File: src/rtl/fgn_pkg.sv
`timescale 1ns / 1ps

package fgn_pkg;

   // Sizing
   localparam int MAX_OCTAVES  = 16;
   localparam int PERM_ENTRIES = 256;
   localparam int PERM_AW      = $clog2(PERM_ENTRIES);
   localparam int OCT_W        = $clog2(MAX_OCTAVES + 1);

   // |n * amp| < 2^47 per octave, so the weighted sum needs this many magnitude bits
   localparam int DIV_W   = 47 + $clog2(MAX_OCTAVES);
   localparam int TOTAL_W = DIV_W + 1;
   localparam int ASUM_W  = 32 + $clog2(MAX_OCTAVES);
   localparam int DCNT_W  = $clog2(DIV_W);

   // Shared multiplier
   localparam int MUL_W  = 34;
   localparam int PROD_W = 2 * MUL_W;

   // Fixed point
   localparam int FR_W    = 16;
   localparam int FADE_W  = 17;
   localparam int GRAD_W  = 19;
   localparam int LERP_W  = 20;
   localparam int COORD_W = 18;

   // Request opcodes
   localparam logic OP_EVAL  = 1'b0;
   localparam logic OP_WRITE = 1'b1;

   // CSR map
   localparam int CSR_AW = 3;
   localparam logic [CSR_AW-1:0] REG_BASE_FREQ   = 3'd0;
   localparam logic [CSR_AW-1:0] REG_OCT_COUNT   = 3'd1;
   localparam logic [CSR_AW-1:0] REG_AMP_FACTOR  = 3'd2;
   localparam logic [CSR_AW-1:0] REG_FREQ_FACTOR = 3'd3;
   localparam logic [CSR_AW-1:0] REG_HEIGHT_LOW  = 3'd4;
   localparam logic [CSR_AW-1:0] REG_HEIGHT_HIGH = 3'd5;

   // Improved-noise gradient select: dot product with the cube edge vector that the hash h picks
   function automatic logic signed [GRAD_W-1:0] grad(
      input logic [3:0]                 h,
      input logic signed [COORD_W-1:0]  x,
      input logic signed [COORD_W-1:0]  y,
      input logic signed [COORD_W-1:0]  z
   );
      logic signed [GRAD_W-1:0] u;
      logic signed [GRAD_W-1:0] v;
      u = (h < 4'd8) ? GRAD_W'(x) : GRAD_W'(y);
      if (h < 4'd4) begin
         v = GRAD_W'(y);
      end else if (h == 4'd12 || h == 4'd14) begin
         v = GRAD_W'(x);
      end else begin
         v = GRAD_W'(z);
      end
      if (h[0]) u = -u;
      if (h[1]) v = -v;
      return u + v;
   endfunction

endpackage

File: src/rtl/fgn_perm_mem.sv
`timescale 1ns / 1ps

// Permutation table: 256x8 synchronous RAM with a registered read.
// Entries never written read back as their own index.
module fgn_perm_mem (
   input  logic                        clock,
   input  logic                        reset,
   input  logic                        wr_en,
   input  logic [fgn_pkg::PERM_AW-1:0] wr_addr,
   input  logic [7:0]                  wr_data,
   input  logic [fgn_pkg::PERM_AW-1:0] rd_addr,
   output logic [7:0]                  rd_data
);

   logic [7:0]                        mem [fgn_pkg::PERM_ENTRIES];
   logic [fgn_pkg::PERM_ENTRIES-1:0]  valid_ff;
   logic [7:0]                        q_ff;
   logic                              q_valid_ff;
   logic [fgn_pkg::PERM_AW-1:0]       q_addr_ff;

   always_ff @(posedge clock) begin
      if (wr_en) begin
         mem[wr_addr] <= wr_data;
      end
      q_ff      <= mem[rd_addr];
      q_addr_ff <= rd_addr;
   end

   always_ff @(posedge clock) begin
      if (reset) begin
         valid_ff   <= '0;
         q_valid_ff <= 1'b0;
      end else begin
         if (wr_en) valid_ff[wr_addr] <= 1'b1;
         q_valid_ff <= valid_ff[rd_addr];
      end
   end

   assign rd_data = q_valid_ff ? q_ff : 8'(q_addr_ff);

endmodule

File: config.mk
export PLATFORM = sky130hd
export DESIGN_NAME = fgn_perm_mem
export DESIGN_NICKNAME = d
export VERILOG_FILES = /design/src/rtl/fgn_pkg.sv /design/src/rtl/fgn_perm_mem.sv
export SDC_FILE = /design/constraint.sdc
export NUM_CORES = 2
export LEC_CHECK = 0
export BUFFER_PORTS_ARGS = -buffer_cell sky130_fd_sc_hd__buf_2
export CAP_MARGIN = 20
export CORE_MARGIN = 8
export CORE_UTILIZATION = 57
export CTS_CLUSTER_DIAMETER = 80
export DETAILED_ROUTE_END_ITERATION = 8
export PLACE_DENSITY = 0.73
export RECOVER_POWER = 50
export SYNTH_ARGS = -nofsm -noshare
export SYNTH_HDL_FRONTEND = slang
export SYNTH_SLANG_ARGS = --single-unit
export TNS_END_PERCENT = 20
File: constraint.sdc
create_clock -name clock -period 7.4 [get_ports clock]
set_input_delay 1.11 -clock clock [delete_from_list [all_inputs] [get_ports clock]]
set_output_delay 1.11 -clock clock [all_outputs]
set_load 0.01 [all_outputs]
== Word-level counts from Yosys, hierarchy flattened ==
Memories as Yosys holds them, arrays and structs flattened. A register that Yosys moved wholly into a read port is not among the register bits.
Index checks and enable logic that the tools add are counted.
Word-level totals
  bits of input ports: 27
  word-level logic and storage cells: 16
  memory bits (writable): 2048
  memories kept: 1
  output and inout port bits: 8
  bits in registers: 265
Operators by class
  magnitude comparators: 3
  mux-type cells: 7
  bitwise gates (word level): 1
  reductions and logical operators: 1
Memory list
  mem: words 256, bits a word 8, rd ports 1, clocked after Yosys merged registers in 1, write ports 1, RTL line fgn_perm_mem.sv:15  | logic [7:0] mem [fgn_pkg::PERM_ENTRIES];
Operator list (number)
  256-bit OR: 1
  8-bit by 9-bit less-than comparator with 1-bit output (second input constant): 2
  1-bit binary-select mux with 8-bit select: 1
  1-bit demux with 8-bit select: 1
  8-bit by 1-bit >= comparator with 1-bit output (second input constant): 1
  8-bit two-way mux: 1
  1-bit two-way mux: 4
  1-bit logical AND: 1

== Longest topological paths before layout ==
  depth in word-level cells: 5
  mapped depth: 12
  gate-level depth less buffers: 6

== Worst setup path before layout ==
OpenSTA, ideal clock, no wires.
  path type: input -> register
  start point: input port rd_addr[1] (netlist bit)
  end point: register q_ff[6], read port of mem
  setup slack: 4.085 ns
  buffers on the path: 4
  setup time: 0.120 ns
  data required time: 7.280 ns
  data arrival time: 3.195 ns
  stages on the path: 10
  cell sequence: buf_2 buf_2 clkbuf_1 clkbuf_1 mux4_2 a22oi_1 a21oi_1 nor4_1 o22ai_1 or2_1
RTL lines
  start, declared: RTL line fgn_perm_mem.sv:11  | input logic [fgn_pkg::PERM_AW-1:0] rd_addr,
  end, declared: RTL line fgn_perm_mem.sv:17  | logic [7:0] q_ff;

== Worst setup path in the final report ==
  start point: input port rd_addr[2] (netlist bit)
  end point: register q_valid_ff
On the way
  longest elaborated chain between the ends: 2
RTL lines
  1-bit binary-select mux with 8-bit select: RTL line fgn_perm_mem.sv:35  | q_valid_ff <= valid_ff[rd_addr];
  1-bit two-way mux (not written as such): RTL line fgn_perm_mem.sv:35
  end signal, assigned: RTL line fgn_perm_mem.sv:35
  end, declared: RTL line fgn_perm_mem.sv:18  | logic q_valid_ff;
No other way between the ends. The select of a mux whose other input is x is not followed.
A chain may end at the register's enable or synchronous reset.

==> metrics.txt <==
status=finished with violations; violated checks=capacitance limit, slew limit; GPL Wtd Cong=just over 0.8; CP top delay family=simple AND/OR/NAND/NOR gates; Pre-Repair DR Iteration Count=6; die area=0.168 mm2; commonest cells after routing, fill and taps aside=edfxtp_1 (2,048), nor2_1 (721), mux4_2 (560), dfxtp_1 (273), a22oi_1 (256); worst-case clock buffer depth=3; Final min period=5.74 ns; post-DR wirelength/cell=31.3 um; Num CTS Buffers=218; die width=409 um; CP max-delay cell=clkbuf_1; r2r startpoint=mem[156][1]; Initial Util=57.3%; final hold violation count=0; Final period util=77.6%; CP peak stage delay=1.90 ns; CTS clk-pin slew, worst paths=0.06 ns; leakage=0.0306 uW; Hold Path Depth=2; initial antenna violation count=13; FFs w/ async S/R, synth=0%; beginning of the worst hold path=valid_ff[146]; clock root buffer=clkbuf_16; max-capacitance violation count=17; # H-tree levels=4; worst-margin pin slew=5.43 ns; DP Wirelength=approximately 130,000 um; first-pass GRT wire length=314,000 um; Crit. End Element=flip-flop; Max-Slew Margin vs Limit=-262%; I/O pin total=35; Post-Syn Area=0.0882 mm2; Core Area=0.154 mm2; Worst Path Max Fanout=28; Slew Limit Fails=1,237; Post-synth EDFFs=2,048; GRT Util Overall=25.4%; crit path kind=input port to flip-flop; hold endpoint=valid_ff[146]; Die Ht=409 um; RSZ-0062 raised after global routing=false; Seq cells post-synth=2,321; drt total wl=215,000 um; P per Cell Area=~280 mW/mm2; grt ovf=0; TritonCTS Sinks=around 2,300; clk_lat worst skew=0.86 ns; nets@finish=4,668; VDD IR max=0.269 mV; synthesized net count=4,597; setup TNS=0 ns; worst flop-to-flop path endpoint=q_ff[1]; share of cells above drive strength 1=22.0%; largest net degree at the start of global routing=154; Crit path required time=8.18 ns; number of hold buffers added after CTS=0; Yosys Warn Count=0; setup bufs post-CTS=0; site row count=144; commonest non-fill, non-tap cell in the layout=edfxtp_1; Vias/cell=around 6.6; clk_skew=0.0476 ns; Syn Area/Cell=roughly 19 um2; Finish-stage setup viols=0; Hold Path Class=flip-flop to flip-flop; worst endpoint data arrival time=6.52 ns; post_cts resized=0; drt first-iter violations=approximately 5,900; Reg2Reg Depth=6; vias in the first global route=between 40,000 and 50,000; Tot Pwr=27,000 uW; PortBufs=34; Syn Inst Count=about 4,600; CTS tree=done; fmax=0.174 GHz; via count=45,500; unique cell type count in the Yosys netlist=44; final core utilization=63.8%; antenna viol nets, final=0; Worst R2R Setup Slack=4.08 ns; Residual DRC=0; nature of the critical path startpoint=input port; post-synthesis sequential area ratio=75.9%; CP bufs+invs=1; crit-path cells=clkbuf_1 -> nand2_1 -> o221ai_1 -> a21oi_1 -> or4_1 -> a211o_1 -> o22ai_1; Area growth, synth to finish=11.3%; top_reg_cell synth=edfxtp_1
through the flow:
step / hold slack (ns) / cells / worst slack (ns) / area, um2
3_3_place_gp: 0.444 / 6455 / 1.93 / 90700
3_5_place_dp: 0.455 / 6457 / 1.97 / 90700
4_1_cts: 0.468 / 6875 / 2.87 / 98200
6_report: 0.467 / 6887 / 1.66 / 98200
5_1_grt: 0.484 / 6883 / 1.43 / 98100
2_1_floorplan: 0.432 / 4570 / 4.08 / 88200
final cells by class:
class                           count  area (um2)
Antenna cell                        4        10.0
Sequential cell                  2321       67000
Clock buffer                      314        6240
Inverter                            4        15.0
Clock inverter                    104        1280
Multi-Input combinational cell   1960       20000
Tap cell                         2044        2560
Fill cell                       10200       55700
Timing Repair Buffer              136        1090
registers in the layout, indices dropped and copies added (netlist names):
name,count
q_ff,8
q_addr_ff,8
mem,2048
q_valid_ff,1
valid_ff,256
power breakdown:
group,internal (uW),switching (uW),leakage (uW)
Sequential,14300,20.3,0.0206
Clock,6630,4870,0.00367
Combinational,398,798,0.00627
how the worst max path moves through the flow:
stage / start / endpoint / depth (start not counted)
2_1_floorplan: rd_addr[1] / q_ff[6] / 10
3_3_place_gp: rd_addr[0] / q_ff[5] / 9
3_5_place_dp: rd_addr[0] / q_ff[5] / 9
4_1_cts: rd_addr[0] / q_ff[5] / 9
5_1_grt: wr_data[4] / mem[35][4] / 2
6_report: rd_addr[2] / q_valid_ff / 7
cells in the mapped netlist (2+ instances only):
library cell     n  area [um2]
a2111oi_0        2        17.5
a211o_1          2        17.5
a211oi_1         5        37.5
a21oi_1        140         701
a22o_1           3        26.3
a22oi_1        256        1920
and2_1           2        12.5
and3_1           2        12.5
buf_1           25        93.8
buf_2           50         250
buf_4           18         135
buf_6            8        90.1
clkbuf_1       184         691
dfxtp_1        273        5470
edfxtp_1      2048       61500
inv_1            4        15.0
mux2_2          10         113
mux2i_1         33         330
mux4_2         560       12600
nand2_1         33         124
nand2b_1         6        37.5
nand3_1         23         115
nand3b_1         2        15.0
nand4_1         11        68.8
nor2_1         723        2710
nor2b_1         20         125
nor4_1          33         206
nor4b_1          2        17.5
o211ai_1         3        22.5
o21ai_0          3        15.0
o21ba_2         29         290
o221ai_1        12         105
o22ai_1         23         144
or2_1            8        50.1
or2_2            4        25.0
or4_1            2        15.0
per-layer routing:
layer	GRT usage (%)	part of all wire, %	vias to the layer above
met5	0	0.020	-
met2	39.1	47	2612
li1	-	-	18600
met3	5.69	11	429
met4	9.02	3.8	6
met1	36.3	38	23800
kinds of logic after synthesis:
group / Yosys count / synth area share (%)
flops: 2321 / 75.9
simple gates: 875 / 4.04
mux: 603 / 14.8
compound gates: 482 / 3.78
buf+inv: 289 / 1.45
worst register-to-register path, cell delays in order, from the launching register on:
cell and delay [ns]:
edfxtp_1 0.38, mux4_2 0.47, a22oi_1 0.41, a21oi_1 0.25, nor4_1 0.92, o22ai_1 0.42
or2_1 0.35
(Power assumes the default switching activity.)
