**src/rtl/fgn_pkg.sv**
```systemverilog
`timescale 1ns / 1ps

package fgn_pkg;

   // Sizing
   localparam int MAX_OCTAVES  = 16;
   localparam int PERM_ENTRIES = 256;
   localparam int PERM_AW      = $clog2(PERM_ENTRIES);
   localparam int OCT_W        = $clog2(MAX_OCTAVES + 1);

   // |n * amp| < 2^47 per octave, so the weighted sum needs this many magnitude bits
   localparam int DIV_W   = 47 + $clog2(MAX_OCTAVES);
   localparam int TOTAL_W = DIV_W + 1;
   localparam int ASUM_W  = 32 + $clog2(MAX_OCTAVES);
   localparam int DCNT_W  = $clog2(DIV_W);

   // Shared multiplier
   localparam int MUL_W  = 34;
   localparam int PROD_W = 2 * MUL_W;

   // Fixed point
   localparam int FR_W    = 16;
   localparam int FADE_W  = 17;
   localparam int GRAD_W  = 19;
   localparam int LERP_W  = 20;
   localparam int COORD_W = 18;

   // Request opcodes
   localparam logic OP_EVAL  = 1'b0;
   localparam logic OP_WRITE = 1'b1;

   // CSR map
   localparam int CSR_AW = 3;
   localparam logic [CSR_AW-1:0] REG_BASE_FREQ   = 3'd0;
   localparam logic [CSR_AW-1:0] REG_OCT_COUNT   = 3'd1;
   localparam logic [CSR_AW-1:0] REG_AMP_FACTOR  = 3'd2;
   localparam logic [CSR_AW-1:0] REG_FREQ_FACTOR = 3'd3;
   localparam logic [CSR_AW-1:0] REG_HEIGHT_LOW  = 3'd4;
   localparam logic [CSR_AW-1:0] REG_HEIGHT_HIGH = 3'd5;

   // Improved-noise gradient select: dot product with the cube edge vector that the hash h picks
   function automatic logic signed [GRAD_W-1:0] grad(
      input logic [3:0]                 h,
      input logic signed [COORD_W-1:0]  x,
      input logic signed [COORD_W-1:0]  y,
      input logic signed [COORD_W-1:0]  z
   );
      logic signed [GRAD_W-1:0] u;
      logic signed [GRAD_W-1:0] v;
      u = (h < 4'd8) ? GRAD_W'(x) : GRAD_W'(y);
      if (h < 4'd4) begin
         v = GRAD_W'(y);
      end else if (h == 4'd12 || h == 4'd14) begin
         v = GRAD_W'(x);
      end else begin
         v = GRAD_W'(z);
      end
      if (h[0]) u = -u;
      if (h[1]) v = -v;
      return u + v;
   endfunction

endpackage

```
**src/rtl/fgn_div.sv**
```systemverilog
`timescale 1ns / 1ps

// Unsigned restoring divider, one quotient bit per cycle.
module fgn_div (
   input  logic                         clock,
   input  logic                         reset,
   input  logic                         start,
   input  logic [fgn_pkg::DIV_W-1:0]    dividend,
   input  logic [fgn_pkg::ASUM_W-1:0]   divisor,
   output logic                         done,
   output logic [fgn_pkg::DIV_W-1:0]    quotient
);

   logic [fgn_pkg::DIV_W-1:0]   quo_ff;
   logic [fgn_pkg::ASUM_W-1:0]  rem_ff;
   logic [fgn_pkg::ASUM_W-1:0]  den_ff;
   logic [fgn_pkg::DCNT_W-1:0]  cnt_ff;
   logic                        run_ff;
   logic                        done_ff;
   logic [fgn_pkg::ASUM_W:0]    rem_sh;
   logic [fgn_pkg::ASUM_W:0]    rem_sub;

   assign rem_sh  = {rem_ff, quo_ff[fgn_pkg::DIV_W-1]};
   assign rem_sub = rem_sh - {1'b0, den_ff};

   always_ff @(posedge clock) begin
      if (reset) begin
         run_ff  <= 1'b0;
         done_ff <= 1'b0;
         cnt_ff  <= '0;
      end else begin
         done_ff <= 1'b0;
         if (start) begin
            quo_ff <= dividend;
            den_ff <= divisor;
            rem_ff <= '0;
            cnt_ff <= '0;
            run_ff <= 1'b1;
         end else if (run_ff) begin
            if (!rem_sub[fgn_pkg::ASUM_W]) begin
               rem_ff <= rem_sub[fgn_pkg::ASUM_W-1:0];
               quo_ff <= {quo_ff[fgn_pkg::DIV_W-2:0], 1'b1};
            end else begin
               rem_ff <= rem_sh[fgn_pkg::ASUM_W-1:0];
               quo_ff <= {quo_ff[fgn_pkg::DIV_W-2:0], 1'b0};
            end
            cnt_ff <= cnt_ff + 1'b1;
            if (cnt_ff == fgn_pkg::DCNT_W'(fgn_pkg::DIV_W - 1)) begin
               run_ff  <= 1'b0;
               done_ff <= 1'b1;
            end
         end
      end
   end

   assign done     = done_ff;
   assign quotient = quo_ff;

endmodule

```
**config.mk**
```make
export PLATFORM = sky130hd
export DESIGN_NAME = fgn_div
export DESIGN_NICKNAME = d
export VERILOG_FILES = /design/src/rtl/fgn_pkg.sv /design/src/rtl/fgn_div.sv
export SDC_FILE = /design/constraint.sdc
export NUM_CORES = 1
export LEC_CHECK = 0
export ABC_CLOCK_PERIOD_IN_PS = 7700
export BUFFER_PORTS_ARGS = -buffer_cell sky130_fd_sc_hd__buf_4
export CAP_MARGIN = 30
export CORE_MARGIN = 10
export CORE_UTILIZATION = 40
export DETAILED_ROUTE_END_ITERATION = 8
export GPL_TIMING_DRIVEN = 0
export RECOVER_POWER = 100
export SLEW_MARGIN = 20
export SYNTH_ARGS = -nofsm -noshare
export SYNTH_HDL_FRONTEND = slang
export SYNTH_SLANG_ARGS = --single-unit
```
**constraint.sdc**
```tcl
create_clock -name clock -period 7.7 [get_ports clock]
set_clock_uncertainty 0.15 [all_clocks]
set_input_delay 1.54 -clock clock [delete_from_list [all_inputs] [get_ports clock]]
set_output_delay 1.54 -clock clock [all_outputs]
set_load 0.1 [all_outputs]
```
Yosys cells after proc, flatten, opt, wreduce, memory -nomap -nowiden:

Cells that the tools add are included.
Widths: inputs -> output; s select.

* register bits after elaboration: 131
* input port bits: 90
* output and inout bits: 52
* logic and storage cells: 25

* add/subtract/negate cells: 2
* eq/ne operators: 1
* mux-type cells: 9
* bitwise gates (word level): 2
* reductions and logical operators: 5

Operators with widths (count)
* $mux 51: 2
* $mux 36: 2
* $sub 37x36->37: 1
* $add 6x1->6 const B: 1
* $eq 6x6->1 const B: 1
* $mux 1: 5
* $reduce_and 2->1: 2
* $reduce_or 3->1: 1
* $not 1->1: 2
* $reduce_bool 2->1: 1
* $reduce_or 2->1: 1

Depth between registers and ports, before layout:

* depth after elaboration: 4
* gate-level depth with buffers: 14
* mapped depth without buffers: 12

Worst setup path before layout:

No wires, ideal clock.

* path type: input port to flip-flop
* start: input port start
* end: register quo_ff, in the netlist quotient[0] (enable)
* library setup time: 533 ps
* data arrival time: 5884 ps
* required time: 7017 ps
* slack: 1133 ps
* stages: 4
* buffers on the path: 2
* cell sequence: buf_1 -> buf_1 -> nor2_1 -> nor2_1

* longest elaborated chain between the ends: 2

Ends and longest elaborated chain
* start: declaration: RTL line fgn_div.sv:7 `input logic start,`
* $reduce_bool 2->1 (no line)
* $reduce_and 2->1 (no line)
* end signal: assignment: RTL line fgn_div.sv:34 `quo_ff <= dividend;`
* end signal: assignment: RTL line fgn_div.sv:42 `quo_ff <= {quo_ff[fgn_pkg::DIV_W-2:0], 1'b1};`
* end signal: assignment: RTL line fgn_div.sv:45 `quo_ff <= {quo_ff[fgn_pkg::DIV_W-2:0], 1'b0};`
* end: declaration: RTL line fgn_div.sv:14 `logic [fgn_pkg::DIV_W-1:0] quo_ff;`

Every way passes these cells.
A chain may end at the register's enable or synchronous reset.

Worst setup path in the final report:

* start: input port start
* end: register rem_ff[5] (netlist bit) (enable)

* longest elaborated chain between the ends: 2

Ends and longest elaborated chain
* $reduce_bool 2->1 (no line)
* $reduce_and 2->1 (no line)
* end signal: assignment: RTL line fgn_div.sv:41 `rem_ff <= rem_sub[fgn_pkg::ASUM_W-1:0];`
* end signal: assignment: RTL line fgn_div.sv:44 `rem_ff <= rem_sh[fgn_pkg::ASUM_W-1:0];`
* end: declaration: RTL line fgn_div.sv:15 `logic [fgn_pkg::ASUM_W-1:0] rem_ff;`

Every way passes these cells.

==> results.json <==
{
  "status": "finished with violations",
  "violations": "capacitance limit, slew limit",
  "drt-initial-drc-count": 356,
  "drt-pass1-iter-count": 5,
  "grt_pass1_vias": 6069,
  "worst-path-max-fanout": 27,
  "netlist_top_cells_area": "edfxtp_1 50%, mux2_2 7.8%, ha_1 6.4%",
  "synthAdderAreaFrac_pct": 6.72,
  "layout.nets": 971,
  "synth-compound-area-share_pct": 14.3,
  "final_util_pct": 50.7,
  "hold_viol_final": 0,
  "die_x_um": 156,
  "dieArea_um2": 24300,
  "syn_avg_cell_area_um2": 10.9,
  "drv_slew": 48,
  "synth_top_family_by_area": "compound AO/OA/AOI/OAI gates",
  "worstPathArrival_ps": 5220,
  "syn_inst": 678,
  "ioPinCount": 142,
  "grt_pass1_wl_mm": 30.1,
  "hold_path_depth": 1,
  "ys_types": 58,
  "cts_buffer_depth": 2,
  "area_growth_pct": 23.7,
  "netlist_area_um2": 7380,
  "ant_nets": 0,
  "die_h_um": 156,
  "min_period_ps": 5350,
  "p_leak_uw": 0.00365,
  "diodes": 0,
  "tightest_slew_ps": 1540,
  "power_uw": 2420,
  "maxCapViolCount": 3,
  "antenna_found_initial": 0,
  "cts_buffers": 17,
  "ys_seq_area_share_pct": 52.2,
  "grt_max_degree": 28,
  "via_per_inst": 5.30,
  "switching_share_pct": 33.5,
  "place_congestion": 0.869,
  "dp_hpwl_mm": 14.2,
  "multiInputGateArea_um2": 3230,
  "synthSimpleGateAreaFrac_pct": 11.6,
  "final_cells": 1084,
  "grt_setup_unrepaired": "no",
  "hold_class": "reg -> reg",
  "ctsHoldBuffers": 0,
  "finalSetupViolCount": 0,
  "synthMuxAreaShare_pct": 7.92,
  "synth_flop_cell": "edfxtp_1",
  "internal-power_uw": 1610,
  "hold_ws_ps": 363,
  "maxSlewHeadroom_pct": -2.61,
  "synth_top_area_share_pct": 50.1,
  "register_area_um2": 3850,
  "grt.overflow.total": 0,
  "synthXorXnorAreaFrac_pct": 3.32,
  "finalCritPeriodShare_pct": 69.5,
  "drc": 0,
  "synth_edf_count": 123,
  "start_kind": "primary input",
  "reg2regPathDepth": 14,
  "cts_root_buffer": "clkbuf_16",
  "yosys_warnings": 0,
  "required_ps": 7570,
  "synth_nets": 807,
  "post-place-cells": 1052,
  "p_per_area_nw_per_um2": 265,
  "cts_resized": 0,
  "clkPwrFrac_pct": 34.7,
  "via_count": 5747,
  "yosysTopAreaCell": "edfxtp_1",
  "p_switching_uw": 811,
  "timing.final.ws_setup_ps": 2350,
  "rows": 49,
  "n_fill_cell": 1713,
  "ys_seq_elements": 131,
  "comb_power_share_pct": 28.7,
  "grt.total_usage_pct": 15.4,
  "core_area_um2": 18000,
  "end_kind": "register",
  "clk_latency_ps": 420,
  "cts_tree": "yes",
  "async_flop_share_pct": 0,
  "cts-htree-levels": 4,
  "layout-drive-gt1-share_pct": 20.5,
  "start_util_pct": 40.9,
  "seqPwrFrac_pct": 36.6,
  "wl_mm": 18.8,
  "max_freq_mhz": 187,
  "io_buffers": 141,
  "path_clk_slew_ps": 60,
  "post_cts_buffers": 0,
  "drt-wirelength-per-cell_um": 17.4,
  "critPathKind": "in -> reg",
  "clock_sinks": 131,
  "vdd_drop_max_mv": 0.155,
  "place_ws_ps": 3520
}
[critical path: stages]
cell,delay [ps]
clkbuf_1,190
clkbuf_1,450
clkbuf_1,530
nor2_1,140
nor2_1,1150
clkbuf_1,1200
[flip-flops by register name, summed over array words and instances, names as in the netlist]
register and flops:
quotient 51, den_ff 36, rem_ff 36, cnt_ff 6, done 1, run_ff 1
[synthesized netlist by cell type (all sizes together) (2+ instances only)]
cell and instances:
edfxtp 123, a211o 2, and3 5, nand3b 2
or3 4, a21o 14, inv 47, a211oi 9
and4 2, nand3 11, nand2 83, xnor2 20
o211a 2, nor3 8, a31oi 4, nor4 3
buf 11, o21a 7, and2 3, nor3b 2
and3b 2, o21ai 26, mux2 51, o311ai 3
a21oi 73, xor2 8, o31a 3, nand4 6
nor2b 3, o31ai 4, ha 38, o21bai 7
dfxtp 8, o211ai 5, nand2b 9, nor2 39
clkbuf 16
[routing by layer]
metal	GRT usage [%]	wire length, µm
met1	17.4	7840
met2	24.9	8920
met3	7.53	1770
met4	4.81	276
met5	0	0
[layout by cell type (no fill, tap or decap), drive strengths merged, types with 3 or more instances in the layout]
master	n
nand4	6
and2	3
edfxtp	123
xor2	8
o21bai	7
a21o	14
nor2b	3
o31ai	4
and3	5
ha	38
nand2	83
o311ai	3
nor3	8
o21ai	26
or3	4
nand3	11
bufinv	3
xnor2	20
a31oi	4
o211ai	5
mux2	51
nand2b	9
nor4	3
a211oi	9
buf	55
nor2	39
dfxtp	8
a21oi	73
clkbuf	136
inv	54
o31a	3
o21a	7
[area by class of cell]
cell class,count,share of cell area (%)
Buffer,27,1.15
Inverter,47,1.93
Clock buffer,19,4.74
Multi-Input combinational cell,473,35.4
Clock inverter,13,1.85
Tap cell,229,3.14
Timing Repair Buffer,145,9.58
Sequential cell,131,42.2
[power groups by stage]
stage | Combinational [µW] | Clock, µW | Sequential, µW
after CTS | 720 | 861 | 887
after detailed placement | 717 | 0 | 901
after floorplan | 409 | 0 | 1020
after global placement | 698 | 0 | 906
after global routing | 763 | 892 | 895
final | 695 | 841 | 887
[stage by stage]
step	setup TNS [ps]	cell area, µm²
floorplan	0	7380
global placement	-112630	8720
detailed placement	0	8830
CTS	0	9440
global route	0	9130
finish	0	9130
[final timing paths]
kind / slack [ps] / end / start
setup / recovery: 2350 / rem_ff[5] / start
hold reg to reg: 360 / run_ff / cnt_ff[5]
setup reg to reg: 2980 / rem_ff[30] / quotient[50]
hold / removal: 360 / run_ff / cnt_ff[5]
[kinds of logic (layout without fill, tap and decap cells)]
kind of cell,Yosys count,in the layout
muxes,52,52
DFF,131,131
and+or+nand+nor,186,186
adders and majority gates,39,39
AOI/OAI and AO/OA,168,168
xor gates and xnor gates,28,28
buffers and inverters,74,251
Note: power is estimated with default switching activity, not from simulation.
