[src/rtl/fgn_pkg.sv]
`timescale 1ns / 1ps

package fgn_pkg;

   // Sizing
   localparam int MAX_OCTAVES  = 16;
   localparam int PERM_ENTRIES = 256;
   localparam int PERM_AW      = $clog2(PERM_ENTRIES);
   localparam int OCT_W        = $clog2(MAX_OCTAVES + 1);

   // |n * amp| < 2^47 per octave, so the weighted sum needs this many magnitude bits
   localparam int DIV_W   = 47 + $clog2(MAX_OCTAVES);
   localparam int TOTAL_W = DIV_W + 1;
   localparam int ASUM_W  = 32 + $clog2(MAX_OCTAVES);
   localparam int DCNT_W  = $clog2(DIV_W);

   // Shared multiplier
   localparam int MUL_W  = 34;
   localparam int PROD_W = 2 * MUL_W;

   // Fixed point
   localparam int FR_W    = 16;
   localparam int FADE_W  = 17;
   localparam int GRAD_W  = 19;
   localparam int LERP_W  = 20;
   localparam int COORD_W = 18;

   // Request opcodes
   localparam logic OP_EVAL  = 1'b0;
   localparam logic OP_WRITE = 1'b1;

   // CSR map
   localparam int CSR_AW = 3;
   localparam logic [CSR_AW-1:0] REG_BASE_FREQ   = 3'd0;
   localparam logic [CSR_AW-1:0] REG_OCT_COUNT   = 3'd1;
   localparam logic [CSR_AW-1:0] REG_AMP_FACTOR  = 3'd2;
   localparam logic [CSR_AW-1:0] REG_FREQ_FACTOR = 3'd3;
   localparam logic [CSR_AW-1:0] REG_HEIGHT_LOW  = 3'd4;
   localparam logic [CSR_AW-1:0] REG_HEIGHT_HIGH = 3'd5;

   // Improved-noise gradient select: dot product with the cube edge vector that the hash h picks
   function automatic logic signed [GRAD_W-1:0] grad(
      input logic [3:0]                 h,
      input logic signed [COORD_W-1:0]  x,
      input logic signed [COORD_W-1:0]  y,
      input logic signed [COORD_W-1:0]  z
   );
      logic signed [GRAD_W-1:0] u;
      logic signed [GRAD_W-1:0] v;
      u = (h < 4'd8) ? GRAD_W'(x) : GRAD_W'(y);
      if (h < 4'd4) begin
         v = GRAD_W'(y);
      end else if (h == 4'd12 || h == 4'd14) begin
         v = GRAD_W'(x);
      end else begin
         v = GRAD_W'(z);
      end
      if (h[0]) u = -u;
      if (h[1]) v = -v;
      return u + v;
   endfunction

endpackage

[src/rtl/fgn_mult.sv]
`timescale 1ns / 1ps

// Shared signed multiplier, product registered.
module fgn_mult (
   input  logic                               clock,
   input  logic signed [fgn_pkg::MUL_W-1:0]   op_a,
   input  logic signed [fgn_pkg::MUL_W-1:0]   op_b,
   output logic signed [fgn_pkg::PROD_W-1:0]  prod
);

   logic signed [fgn_pkg::PROD_W-1:0] prod_ff;

   always_ff @(posedge clock) begin
      prod_ff <= op_a * op_b;
   end

   assign prod = prod_ff;

endmodule

[config.mk]
export PLATFORM = sky130hd
export DESIGN_NAME = fgn_mult
export DESIGN_NICKNAME = d
export VERILOG_FILES = /design/src/rtl/fgn_pkg.sv /design/src/rtl/fgn_mult.sv
export SDC_FILE = /design/constraint.sdc
export NUM_CORES = 2
export LEC_CHECK = 0
export ABC_AREA = 1
export BUFFER_PORTS_ARGS = -buffer_cell sky130_fd_sc_hd__clkbuf_2
export CAP_MARGIN = 20
export CORE_ASPECT_RATIO = 0.7
export CORE_MARGIN = 8
export CORE_UTILIZATION = 60
export CTS_CLUSTER_DIAMETER = 80
export DETAILED_ROUTE_END_ITERATION = 7
export GPL_TIMING_DRIVEN = 0
export PLACE_DENSITY_LB_ADDON = 0.12
export SYNTH_ARGS = -nofsm -noshare
export SYNTH_HDL_FRONTEND = slang
export SYNTH_SLANG_ARGS = --single-unit
[constraint.sdc]
create_clock -name clock -period 9.38 [get_ports clock]
set_input_delay 1.876 -clock clock [delete_from_list [all_inputs] [get_ports clock]]
set_output_delay 1.876 -clock clock [all_outputs]
set_load 0.05 [all_outputs]
# Yosys cells after proc, flatten, opt, wreduce, memory -nomap -nowiden
# Cells that the tools add are included.
[totals]
ff_bits = 68
latch_bits = 0
ram_bits = 0
rom_bits = 0
out_inout_bits = 68
word_cells = 2
n_memories = 0
[op_classes]
addsub = 0
mul = 1
div_mod_pow = 0
n_lt_le_gt_ge = 0
n_eq_ne = 0
shifts = 0
n_mux = 0
bitwise_logic = 0
reduce_logical = 0
[op_table]
columns = ["cell", "count"]
rows = [
  ["34-bit by 34-bit multiplier with 68-bit output", 1],
]

# Longest topological paths before layout
[depth]
depth_word = 1
ltp_mapped = 35
ltp_nobuf = 33

# Least setup slack after synthesis
# No wires, ideal clock.
[synth_timing]
kind = "input to register"
from = "input port op_a[33] (netlist name)"
to = "register prod_ff, in the netlist prod[66]"
setup_time_ps = 112
arrival_time_ps = 8587
required_ps = 9268
setup_slack_ps = 681
stages = 24
path_buffers = 2
cell_sequence = "clkbuf_1 -> clkbuf_1 -> nand2_1 -> inv_1 -> fa_1 -> fa_1 -> fa_1 -> fa_1 -> inv_1 -> fa_1 -> fa_1 -> inv_1 -> fa_1 -> fa_1 -> ha_1 -> nand2_1 -> nor2_1 -> inv_1 -> nor2_2 -> nand2_1 -> nor3_1 -> nand2_2 -> nand3_1 -> nand2_1"
[synth_via]
elab_chain_len = 1
[synth_rtl]
columns = ["item", "line_no", "rtl"]
rows = [
  ["from (decl)", "fgn_mult.sv:6", "input logic signed [fgn_pkg::MUL_W-1:0] op_a,"],
  ["34-bit by 34-bit multiplier with 68-bit output", "fgn_mult.sv:14", "prod_ff <= op_a * op_b;"],
  ["to (signal assigned)", "fgn_mult.sv:14", ""],
  ["to (decl)", "fgn_mult.sv:11", "logic signed [fgn_pkg::PROD_W-1:0] prod_ff;"],
]
# No other way between the ends.

# Worst setup path after layout
[layout_timing]
from = "input port op_b[31] (netlist name)"
to = "register prod_ff, in the netlist prod[65]"
[layout_via]
elab_chain_len = 1
[layout_rtl]
columns = ["item", "line_no", "rtl"]
rows = [
  ["from (decl)", "fgn_mult.sv:7", "input logic signed [fgn_pkg::MUL_W-1:0] op_b,"],
  ["34-bit by 34-bit multiplier with 68-bit output", "fgn_mult.sv:14", ""],
]
# No other way between the ends.

==> impl_results.html <==
<table>
<tr><th>Metric</th><th>Value</th></tr>
<tr><th colspan="2">Global routing</th></tr>
<tr><td>Aggregate global routing overflow</td><td>0</td></tr>
<tr><td>Number of antenna violations at the first check in global routing</td><td>10</td></tr>
<tr><td>Maximum number of pins on one net before global-route repair</td><td>18</td></tr>
<tr><td>Vias in the first global route</td><td>40100</td></tr>
<tr><td>Overall global routing resource usage</td><td>0.431</td></tr>
<tr><td>Global-route wire length before repair</td><td>265000 µm</td></tr>
<tr><th colspan="2">Route</th></tr>
<tr><td>Wire per inst</td><td>25.6 µm</td></tr>
<tr><td>Number of nets with antenna violations after detailed routing</td><td>0</td></tr>
<tr><td>Violation count after the first detailed-routing iteration</td><td>4561</td></tr>
<tr><td>Final routed wirelength across all metal layers</td><td>182000 µm</td></tr>
<tr><td>Vias/cell</td><td>5.45</td></tr>
<tr><td>Pre-antenna DRT Iters</td><td>6</td></tr>
<tr><td>Detailed-route via count</td><td>38800</td></tr>
<tr><td>Remaining design rule violation count</td><td>0</td></tr>
<tr><th colspan="2">Timing</th></tr>
<tr><td>Final setup margin</td><td>0.0347 ns</td></tr>
<tr><td>Setup Viol. Count Final</td><td>0</td></tr>
<tr><td>Final min period</td><td>9.35 ns</td></tr>
<tr><td>Slew headroom</td><td>0.205</td></tr>
<tr><td>Maximum clock rate</td><td>107 MHz</td></tr>
<tr><td>Max-slew violations</td><td>0</td></tr>
<tr><td>Number of failing hold endpoints at the final stage</td><td>0</td></tr>
<tr><td>Transition time at the pin with the least slew margin</td><td>1.19 ns</td></tr>
<tr><td>Final worst-path cycle share</td><td>0.996</td></tr>
<tr><th colspan="2">Hold path</th></tr>
<tr><td>Startpoint of the worst hold path</td><td>op_a[0]</td></tr>
<tr><td>Cells on Worst Hold Path</td><td>3</td></tr>
<tr><td>Worst Hold Endpoint</td><td>prod[0]$_DFF_P_</td></tr>
<tr><td>Worst hold path class</td><td>in -&gt; reg</td></tr>
<tr><th colspan="2">Floorplan</th></tr>
<tr><td>Floorplan die area</td><td>86300 µm²</td></tr>
<tr><td>Initial core utilization</td><td>0.604</td></tr>
<tr><td>Number of placed I/O pins</td><td>137</td></tr>
<tr><td>Row count</td><td>85</td></tr>
<tr><td>Die width</td><td>348 µm</td></tr>
<tr><td>DIE HEIGHT</td><td>248 µm</td></tr>
<tr><td>Placeable core area</td><td>76600 µm²</td></tr>
<tr><th colspan="2">Worst setup path</th></tr>
<tr><td>Arrival time at the worst endpoint</td><td>9.56 ns</td></tr>
<tr><td>Required time worst endpoint</td><td>9.59 ns</td></tr>
<tr><td>Largest stage delay, worst path</td><td>0.74 ns</td></tr>
<tr><td>Critical path's top delay family</td><td>adder cells</td></tr>
<tr><td>Most repeated library cell on the critical path</td><td>fa_1</td></tr>
<tr><td>Worst setup path category</td><td>in -&gt; reg</td></tr>
<tr><td>Type of element capturing the critical path</td><td>flip-flop</td></tr>
<tr><td>Critical-path maximum fanout</td><td>10</td></tr>
<tr><td>Critical path buffer and inverter count</td><td>6</td></tr>
<tr><td>Library cell contributing the largest single delay on the critical path</td><td>clkbuf_1</td></tr>
<tr><td>WP depth</td><td>25</td></tr>
<tr><td>Kind of start point of the critical path</td><td>input pin</td></tr>
<tr><th colspan="2">Final layout</th></tr>
<tr><td>Area Overhead vs Synth</td><td>6.57%</td></tr>
<tr><td>Share of the core filled with cells in the final layout</td><td>0.643</td></tr>
<tr><td>NumNets Final</td><td>7627</td></tr>
<tr><td>Share of post-route cells with drive strength above 1</td><td>0.0580</td></tr>
<tr><td>Flip-flop count of the largest register, all copies and words added</td><td>68</td></tr>
<tr><th colspan="2">Place</th></tr>
<tr><td>Port Buffer Count</td><td>69</td></tr>
<tr><td>Post-DP HPWL</td><td>155000 µm</td></tr>
<tr><td>RePlAce Congestion</td><td>1.06</td></tr>
<tr><td>Setup Slack @ Placement</td><td>-1.36 ns</td></tr>
<tr><th colspan="2">Synth</th></tr>
<tr><td>Average size of a mapped cell</td><td>7.74 µm²</td></tr>
<tr><td>Post-synthesis instance area</td><td>46200 µm²</td></tr>
<tr><td>Count of flip-flops with a built-in enable after synthesis</td><td>0</td></tr>
<tr><td>Net count of the mapped netlist</td><td>7486</td></tr>
<tr><td>Number of warning messages in the yosys log</td><td>0</td></tr>
<tr><td>Syn Inst Count</td><td>5972</td></tr>
<tr><td>Leading register cell type out of synthesis</td><td>dfxtp_1</td></tr>
<tr><td>Synth Register Bits</td><td>68</td></tr>
<tr><td>Proportion of synthesized flip-flops having asynchronous set or reset</td><td>0</td></tr>
<tr><td>Post-synthesis cell type count</td><td>32</td></tr>
<tr><td>Sequential area share after synthesis</td><td>0.0295</td></tr>
<tr><th colspan="2">CTS</th></tr>
<tr><td>Number of buffers created by CTS</td><td>9</td></tr>
<tr><td>Total clock sinks</td><td>68</td></tr>
<tr><td>CTS clk-pin slew, worst paths</td><td>0.06 ns</td></tr>
<tr><td>Clock root buffer master</td><td>clkbuf_16</td></tr>
<tr><td>CTS Hold Buffers Added</td><td>0</td></tr>
<tr><td>Clock Tree Buf Depth</td><td>2</td></tr>
<tr><td>TritonCTS clock tree</td><td>built</td></tr>
<tr><td>Max H-tree Level</td><td>3</td></tr>
<tr><th colspan="2">Flow run</th></tr>
<tr><td>Count of maximum capacitance violations</td><td>0</td></tr>
<tr><th colspan="2">Outcome</th></tr>
<tr><td>Run status</td><td>completed</td></tr>
</table>
==> per-stage QoR <==
stage | std cells | area [µm²] | TNS [ns] | hold slack (ns)
floorplan | 5972 | 46200 | 0 | 2.16
global placement | 7041 | 47800 | -35.06 | 2.37
detailed placement | 7067 | 48300 | -30.09 | 2.37
CTS | 7086 | 48700 | 0 | 2.10
global route | 7119 | 49200 | -0.0785 | 2.19
finish | 7124 | 49300 | 0 | 2.15
==> timing repair <==
action                     CTS  global route
pin swaps                    1             4
setup endpoints to repair   24            41
gates resized for setup     31           317
buffers inserted             3            17
==> routing by layer <==
| layer | vias to the layer above | routed length (µm) | global-route usage | share of wire |
|---|---|---|---|---|
| li1 | 16300 | - | - | - |
| met1 | 19100 | 68500 | 0.572 | 0.38 |
| met2 | 2775 | 72600 | 0.611 | 0.40 |
| met3 | 551 | 29600 | 0.180 | 0.16 |
| met4 | 13 | 11000 | 0.204 | 0.060 |
| met5 | - | 493 | 0.0317 | 0.0027 |
==> cells in the mapped netlist (4+ instances only) <==
| master | instances | area [µm²] |
|---|---|---|
| inv_1 | 2116 | 7940 |
| nand2_1 | 1661 | 6230 |
| fa_1 | 1241 | 24800 |
| clkbuf_1 | 269 | 1010 |
| ha_1 | 204 | 2550 |
| nor2_1 | 115 | 432 |
| nand3_1 | 70 | 350 |
| dfxtp_1 | 68 | 1360 |
| a21oi_1 | 59 | 295 |
| xor2_1 | 33 | 289 |
| nand2_2 | 20 | 125 |
| nand4_1 | 19 | 119 |
| o21ai_0 | 18 | 90.1 |
| nor3_1 | 15 | 75.1 |
| o21bai_1 | 11 | 82.6 |
| nor2_2 | 9 | 56.3 |
| or2_2 | 8 | 50.1 |
| nand3_2 | 7 | 70.1 |
| nor3_2 | 5 | 50.1 |
| a21oi_2 | 4 | 35.0 |
==> kinds of logic (layout without fill, tap and decap cells) <==
family / Yosys count / after routing / synth area share
flip-flops: 68 / 68 / 0.0295
adder cells (fa/ha/maj): 1445 / 1445 / 0.593
AO/OA/AOI/OAI: 95 / 95 / 0.0113
other: 0 / 6 / 0
XOR/XNOR: 35 / 35 / 0.00663
buffers and inverters: 2390 / 2536 / 0.194
AND/OR/NAND/NOR: 1939 / 1939 / 0.166
==> worst min-delay path, stage by stage <==
cell      delay [ns]
clkbuf_1        0.36
nand2_1         0.17
inv_1           0.04
==> final cells by class <==
class,count,area [µm²]
Multi-Input combinational cell,3514,35900
Fill cell,6958,27300
Inverter,2119,7950
Sequential cell,68,1360
Tap cell,1000,1250
Buffer,271,1220
Timing Repair Buffer,130,1200
Clock buffer,13,270
Clock inverter,3,67.6
Antenna cell,6,15.0
==> worst max-delay path by stage <==
stage                     startpoint  slack, ns          endpoint
after global routing        op_b[12]      -0.03  prod[60]$_DFF_P_
after CTS                    op_b[2]      0.003  prod[52]$_DFF_P_
final                       op_b[31]       0.03  prod[65]$_DFF_P_
after floorplan             op_a[33]       0.68  prod[66]$_DFF_P_
after detailed placement    op_a[33]      -1.36  prod[63]$_DFF_P_
after global placement       op_b[9]      -1.34  prod[65]$_DFF_P_
==> placed cells by master, fill, tap and decap left out, types with 33 or more instances in the layout <==
cell      synthesis  routed
inv_1          2116    2116
nand2_1        1661    1661
fa_1           1241    1236
ha_1            204     200
clkbuf_2          0     188
clkbuf_1        269     134
nor2_1          115     113
nand3_1          70      70
dfxtp_1          68      68
a21oi_1          59      58
xor2_1           33      33
buf_8             0      33
Power is left out: the tool's default activity adds up to more than one toggle a clock period on the data nets, which glitch-free logic cannot reach.
